## config.mk

```make
export PLATFORM = sky130hd
export DESIGN_NAME = contiguous_chunk_ring_buffer_manager_unit
export DESIGN_NICKNAME = d
export VERILOG_FILES = /design/src/hw/rtl/ccrb_pkg.sv /design/src/hw/rtl/contiguous_chunk_ring_buffer_manager_unit.sv /design/src/hw/rtl/ccrb_core.sv
export SDC_FILE = /design/constraint.sdc
export NUM_CORES = 1
export LEC_CHECK = 0
export ABC_AREA = 1
export BUFFER_PORTS_ARGS = -buffer_cell sky130_fd_sc_hd__buf_2
export CORE_MARGIN = 5
export CORE_UTILIZATION = 64
export DETAILED_ROUTE_END_ITERATION = 10
export GPL_TIMING_DRIVEN = 0
export PLACE_DENSITY = 0.83
export SETUP_SLACK_MARGIN = 0.4
export SLEW_MARGIN = 25
export SYNTH_ARGS = -nofsm -noshare
export SYNTH_HDL_FRONTEND = slang
export SYNTH_SLANG_ARGS = --single-unit
```

## constraint.sdc

```tcl
create_clock -name i_clk -period 5.84 [get_ports i_clk]
set_clock_uncertainty 0.1 [all_clocks]
set_input_delay 0.876 -clock i_clk [delete_from_list [all_inputs] [get_ports i_clk]]
set_output_delay 0.876 -clock i_clk [all_outputs]
set_load 0.05 [all_outputs]
```

## src/hw/rtl/ccrb_pkg.sv

```systemverilog
`timescale 1ns / 1ps
`default_nettype none

package ccrb_pkg;

    // Ring size in bytes; must be a power of two
    localparam int BUFFER_BYTES = 4096;
    localparam int PTR_W        = $clog2(BUFFER_BYTES);
    localparam int LEN_W        = 13;
    localparam int CNT_W        = 13;
    localparam int ACT_W        = 2;

    // Ring size at pointer-plus-one width and last offset at pointer width
    localparam logic [PTR_W:0]   BUF_SIZE = (PTR_W + 1)'(BUFFER_BYTES);
    localparam logic [PTR_W-1:0] BUF_LAST = PTR_W'(BUFFER_BYTES - 1);

    // Action codes
    localparam logic [ACT_W-1:0] ACT_PUSH  = 2'd0;
    localparam logic [ACT_W-1:0] ACT_TAKE  = 2'd1;
    localparam logic [ACT_W-1:0] ACT_FLUSH = 2'd2;

    typedef struct packed {
        logic [ACT_W-1:0] action;
        logic [LEN_W-1:0] chunk_length;
    } t_in_item;

    typedef struct packed {
        logic             accepted;
        logic [PTR_W-1:0] region_offset;
        logic [LEN_W-1:0] granted_length;
        logic [CNT_W-1:0] stored_bytes;
    } t_out_item;

endpackage

`default_nettype wire

```

## src/hw/rtl/contiguous_chunk_ring_buffer_manager_unit.sv

```systemverilog
`timescale 1ns / 1ps
`default_nettype none

// Channel   Direction  Handshake          Payload
// command   in         start, busy        i_cmd    (action, chunk_length)
// result    out        o_done (strobe)    o_result (accepted, region_offset,
//                                                   granted_length, stored_bytes)
//
// Each accepted item passes the input register -> decision -> result register
// path and ends in the o_done strobe; one item is taken every cycle, with the
// pointer registers updated in the same cycle as the result register.
// busy is always low. Reset is synchronous, active low, and leaves the ring empty.
// Each result shows for exactly one cycle; the receiver cannot stall.
module contiguous_chunk_ring_buffer_manager_unit (
    input  wire logic               i_clk,
    input  wire logic               i_rst_n,
    input  wire logic               start,
    output logic                    busy,
    input  wire ccrb_pkg::t_in_item i_cmd,
    output logic                    o_done,
    output ccrb_pkg::t_out_item     o_result
);

    logic                r_in_valid;
    ccrb_pkg::t_in_item  r_in;
    logic                r_done;
    ccrb_pkg::t_out_item r_result;
    ccrb_pkg::t_out_item core_result;

    assign busy = 1'b0;

    // Capture the command item
    always_ff @(posedge i_clk) begin
        if (!i_rst_n) begin
            r_in_valid <= 1'b0;
        end else begin
            r_in_valid <= start && !busy;
        end
    end

    always_ff @(posedge i_clk) begin
        if (start && !busy) begin
            r_in <= i_cmd;
        end
    end

    ccrb_core u_core (
        .i_clk    (i_clk),
        .i_rst_n  (i_rst_n),
        .i_valid  (r_in_valid),
        .i_item   (r_in),
        .o_result (core_result)
    );

    // Register the result item and its strobe
    always_ff @(posedge i_clk) begin
        if (!i_rst_n) begin
            r_done <= 1'b0;
        end else begin
            r_done <= r_in_valid;
        end
    end

    always_ff @(posedge i_clk) begin
        if (r_in_valid) begin
            r_result <= core_result;
        end
    end

    assign o_done   = r_done;
    assign o_result = r_result;

    // Every accepted item yields one strobe through the input and result registers
    a_latency: assert property (@(posedge i_clk) disable iff (!i_rst_n)
        (start && !busy) |=> ##1 o_done)
        else $error("result strobe missing after accepted item");

    // A refused item carries no region
    a_refused_empty: assert property (@(posedge i_clk) disable iff (!i_rst_n)
        (o_done && !o_result.accepted) |->
        (o_result.region_offset == '0 && o_result.granted_length == '0))
        else $error("refused item carries a region");

    // A flush always grants and empties the ring
    a_flush: assert property (@(posedge i_clk) disable iff (!i_rst_n)
        (r_in_valid && r_in.action == ccrb_pkg::ACT_FLUSH) |=>
        (o_done && o_result.accepted && o_result.stored_bytes == '0))
        else $error("flush did not empty the ring");

    // No strobe without an item in the input register in the cycle before
    a_no_spurious: assert property (@(posedge i_clk) disable iff (!i_rst_n)
        (!r_in_valid) |=> !o_done)
        else $error("spurious result strobe");

endmodule

`default_nettype wire

```

## src/hw/rtl/ccrb_core.sv

```systemverilog
`timescale 1ns / 1ps
`default_nettype none

// Pointer state and the single-pass grant decision for one item
module ccrb_core (
    input  wire logic               i_clk,
    input  wire logic               i_rst_n,
    input  wire logic               i_valid,
    input  wire ccrb_pkg::t_in_item i_item,
    output ccrb_pkg::t_out_item     o_result
);

    localparam int SUM_W = ccrb_pkg::LEN_W + 1;

    logic [ccrb_pkg::PTR_W-1:0] r_wr, n_wr;
    logic [ccrb_pkg::PTR_W-1:0] r_rd, n_rd;
    logic [ccrb_pkg::PTR_W-1:0] r_mark, n_mark;
    logic [ccrb_pkg::CNT_W-1:0] r_cnt, n_cnt;

    logic [SUM_W-1:0]           len_e;
    logic [SUM_W-1:0]           wr_e;
    logic [SUM_W-1:0]           rd_e;
    logic [SUM_W-1:0]           cnt_e;
    logic [SUM_W-1:0]           room;
    logic [SUM_W-1:0]           rest;
    logic [SUM_W-1:0]           mark_p1;
    logic [SUM_W-1:0]           push_next;
    logic [ccrb_pkg::PTR_W-1:0] push_start;
    logic                       ok;
    logic [ccrb_pkg::PTR_W-1:0] off;
    logic [ccrb_pkg::LEN_W-1:0] glen;

    assign len_e   = SUM_W'(i_item.chunk_length);
    assign wr_e    = SUM_W'(r_wr);
    assign rd_e    = SUM_W'(r_rd);
    assign cnt_e   = SUM_W'(r_cnt);
    assign room    = SUM_W'(ccrb_pkg::BUF_SIZE) - wr_e;
    assign mark_p1 = SUM_W'(r_mark) + SUM_W'(1);
    assign rest    = (mark_p1 > rd_e) ? (mark_p1 - rd_e) : '0;

    // Decide the grant and the next pointers
    always_comb begin
        n_wr       = r_wr;
        n_rd       = r_rd;
        n_mark     = r_mark;
        n_cnt      = r_cnt;
        ok         = 1'b0;
        off        = '0;
        glen       = '0;
        push_start = r_wr;
        push_next  = '0;
        unique case (i_item.action)
            ccrb_pkg::ACT_PUSH: begin
                ok = 1'b1;
                if (len_e >= SUM_W'(ccrb_pkg::BUF_SIZE)) begin
                    ok = 1'b0;
                end else if (r_wr < r_rd && (wr_e + len_e) >= rd_e) begin
                    ok = 1'b0;
                end else if (r_wr > r_rd && room <= len_e) begin
                    if (r_rd == '0) begin
                        ok = 1'b0;
                    end else if (room < len_e) begin
                        if (len_e >= rd_e) begin
                            ok = 1'b0;
                        end else begin
                            // skip the short tail and place at offset zero
                            push_start = '0;
                            n_mark     = r_wr - ccrb_pkg::PTR_W'(1);
                        end
                    end
                end
                push_next = SUM_W'(push_start) + len_e;
                if (ok) begin
                    n_wr = (push_next > SUM_W'(ccrb_pkg::BUF_LAST)) ? '0
                         : push_next[ccrb_pkg::PTR_W-1:0];
                    n_cnt = r_cnt + i_item.chunk_length;
                    off   = push_start;
                    glen  = i_item.chunk_length;
                end else begin
                    n_mark = r_mark;
                end
            end
            ccrb_pkg::ACT_TAKE: begin
                ok = 1'b1;
                if (r_cnt == '0) begin
                    ok = 1'b0;
                end else if (r_rd < r_wr && (rd_e + len_e) >= wr_e) begin
                    ok = 1'b0;
                end else if (r_rd > r_wr && rest == '0) begin
                    ok = 1'b0;
                end else if (r_rd > r_wr && rest <= len_e) begin
                    if (r_wr == '0) begin
                        ok = 1'b0;
                    end else begin
                        // hand out the tail remainder and wrap the reader
                        off    = r_rd;
                        glen   = rest[ccrb_pkg::LEN_W-1:0];
                        n_mark = ccrb_pkg::BUF_LAST;
                        n_rd   = '0;
                        n_cnt  = (cnt_e > rest) ? (r_cnt - rest[ccrb_pkg::CNT_W-1:0]) : '0;
                    end
                end else begin
                    off   = r_rd;
                    glen  = i_item.chunk_length;
                    n_rd  = r_rd + i_item.chunk_length[ccrb_pkg::PTR_W-1:0];
                    n_cnt = (cnt_e > len_e) ? (r_cnt - i_item.chunk_length) : '0;
                end
            end
            ccrb_pkg::ACT_FLUSH: begin
                ok     = 1'b1;
                n_wr   = '0;
                n_rd   = '0;
                n_mark = ccrb_pkg::BUF_LAST;
                n_cnt  = '0;
            end
            default: begin
                ok = 1'b0;
            end
        endcase
    end

    assign o_result.accepted       = ok;
    assign o_result.region_offset  = off;
    assign o_result.granted_length = glen;
    assign o_result.stored_bytes   = n_cnt;

    // Commit the pointers when an item is in the input register
    always_ff @(posedge i_clk) begin
        if (!i_rst_n) begin
            r_wr   <= '0;
            r_rd   <= '0;
            r_mark <= ccrb_pkg::BUF_LAST;
            r_cnt  <= '0;
        end else if (i_valid) begin
            r_wr   <= n_wr;
            r_rd   <= n_rd;
            r_mark <= n_mark;
            r_cnt  <= n_cnt;
        end
    end

endmodule

`default_nettype wire

```

==> results.toml <==
[outcome]
outcome = "completed"

[detailed_routing]
dr.pass1.iters = 6
viasPerCell = 5.94
postRouteAntennaNets = 0
vias = 13032
post-route-drc-count = 0
drtIter0Drc = 1383
routedWlPerCell_um = 19.5
wl_mm = 42.8

[worst_setup_path]
r2r_cells = 26
path_common_cell = "nand2_1"
crit_required_ns = 6.04
max_stage_delay_ns = 0.88
startpoint_type = "register"
cpMaxStageDelayCell = "edfxtp_1"
path_class = "register to register"
critPathCaptureType = "register"
cp.arrival_ns = 5.54
critPathMaxFanout = 10

[place]
gp_congestion = 0.990
portBuffers = 57
dp_hpwl_mm = 33.1

[cells_and_area]
syn2layout_area_growth_pct = 9.44
mostFrequentLayoutCells = "437 x nand2_1, 260 x inv_1, 162 x ha_1"
fill_cells = 1798
drive_above_1_share = 0.127
fin_nets = 2114
antenna_cells = 0
final_common_cell = "nand2_1"

[synthesis]
synth.distinct_cells = 54
synth_seq_cells = 105
async_flop_share = 0
yosys_warnings = 0
syn-num-nets = 2031
synth_xor_area_frac = 0.0480
seq_area_frac_synth = 0.213
synthSimpleGateAreaFrac = 0.307
synth_top_family_by_area = "simple AND/OR/NAND/NOR gates"
synth_area_um2 = 12400
synth-edff-count = 54
synthAdderAreaFrac = 0.179
synth_compound_area_frac = 0.147
synthFlopType = "edfxtp_1"
synthMuxAreaShare = 0
syn_area_per_cell_um2 = 6.74
synthCells = 1840

[floorplanning]
die_area_um2 = 22300
boundaryPins = 59
num_rows = 51
die_x_um = 149
core_area_um2 = 19300
initial_core_util = 0.643
die_y_um = 149

[power_and_ir_drop]
total_leakage_power_uw = 0.00697
ir_worst_vdd_uv = 263
swShare = 0.565
p_switching_uw = 3620
pwr-share-comb = 0.751
powerDensity_nw_per_um2 = 473
intPower_uw = 2790
fin_total_pwr_uw = 6410
seqPwrFrac = 0.153
pwr-share-clk = 0.096

[timing]
fin_tns_setup_ns = 0
min_period_ns = 5.33
worstMarginPinSlew_ns = 0.852
drv_slew = 0
setup_viol = 0
hold-worst-slack_ns = 0.391
rsz0062_at_grt = "false"
max_freq_ghz = 0.187
fin_crit_sh = 0.913
finalHoldViolations = 0
slew_headroom = 0.426

[global_routing]
grt_pass1_vias = 12111
grtUsageTotal = 0.377
overflow = 0
grt_pass1_wl_mm = 64.7
grt_max_degree = 44
antenna_found_initial = 0

[clocking]
cts_made_buffers = 9
hold_buffers = 0
clk_pin_slew_worst_paths_ns = 0.08
cts_tree = "yes"
worstSkewPairLatency_ns = 0.38
clockBufferDepth = 2
htreeDepth = 3
clkSinkCount = 105
root_buffer = "clkbuf_16"

[worst_hold_path]
min-delay-path-class = "register to register"
hold_depth = 2

[flow_run]
maxCapViolations = 0
[area by class of cell]
cell class                      count  area, µm²  share of cell area
Timing Repair Buffer               72        398              0.0293
Clock inverter                      7       52.6             0.00387
Tap cell                          265        332              0.0244
Inverter                          277       1050              0.0771
Sequential cell                   105       2660               0.196
Multi-Input combinational cell   1410       8570               0.632
Buffer                             48        287              0.0211
Clock buffer                        9        225              0.0166
[metal layers]
metal  up-vias  track usage  share of wire
met5         -            0              0
met4         0        0.256          0.083
met3       196       0.0589          0.089
met2       647        0.601           0.44
met1      5949        0.468           0.39
li1       6240            -              -
[cells by family after synthesis]
group / after synthesis
adder cells (fa/ha/maj): 173
flip-flops: 105
buffers and inverters: 325
XOR/XNOR: 68
AND/OR/NAND/NOR: 867
AO/OA/AOI/OAI: 301
other: 1
[through the flow]
step	cell area [µm²]	utilization	setup WS, ns	cells
after floorplan	12400	-	1.21	1840
after global placement	13000	0.675	0.225	2162
after detailed placement	13000	0.676	0.0823	2162
after CTS	13300	0.691	0.412	2180
after global routing	13600	0.704	0.368	2193
final	13600	0.704	0.506	2193
[critical path: cells and delay by family (launching register included)]
family                   cells  cell delay (ns)
AO/OA/AOI/OAI                4             0.64
XOR/XNOR                     1             0.15
adder cells (fa/ha/maj)      3             0.95
buffers and inverters        6             1.08
flip-flops                   1             0.88
AND/OR/NAND/NOR             12             1.44
[power groups by stage]
stage	logic, µW	clock network (µW)	registers [µW]
4_1_cts	4530	614	976
3_3_place_gp	4410	0	994
6_report	4810	616	982
5_1_grt	5330	649	984
3_5_place_dp	4500	0	995
2_1_floorplan	3350	0	1040
[flip-flops by register name (all words and copies together) (netlist names)]
name           flops
o_result          39
r_in              15
u_core.r_cnt      13
u_core.r_mark     12
u_core.r_rd       12
u_core.r_wr       12
o_done             1
r_in_valid         1
[final timing paths]
kind                    startpoint          endpoint  slack [ns]
setup / recovery           r_in[6]   u_core.r_wr[10]        0.51
setup reg to reg           r_in[6]   u_core.r_wr[10]        0.51
hold reg to reg   u_core.r_mark[1]  u_core.r_mark[1]        0.39
hold / removal    u_core.r_mark[1]  u_core.r_mark[1]        0.39
[synth_stat cells, types with 30 or more instances]
cell	count	area share
a21oi_1	119	0.048
dfxtp_1	51	0.082
edfxtp_1	54	0.13
ha_1	166	0.17
inv_1	264	0.080
nand2_1	440	0.13
nand3_1	134	0.054
nand4_1	33	0.017
nor2_1	154	0.047
nor3_1	30	0.012
o21ai_0	78	0.031
xor2_1	52	0.037
[timing repair]
item,CTS,global route
pin swaps,1,8
setup buffers,2,13
resized for setup,6,50
endpoints found under the hold margin,0,0
setup endpoints to repair,12,76
(Power assumes the default switching activity.)
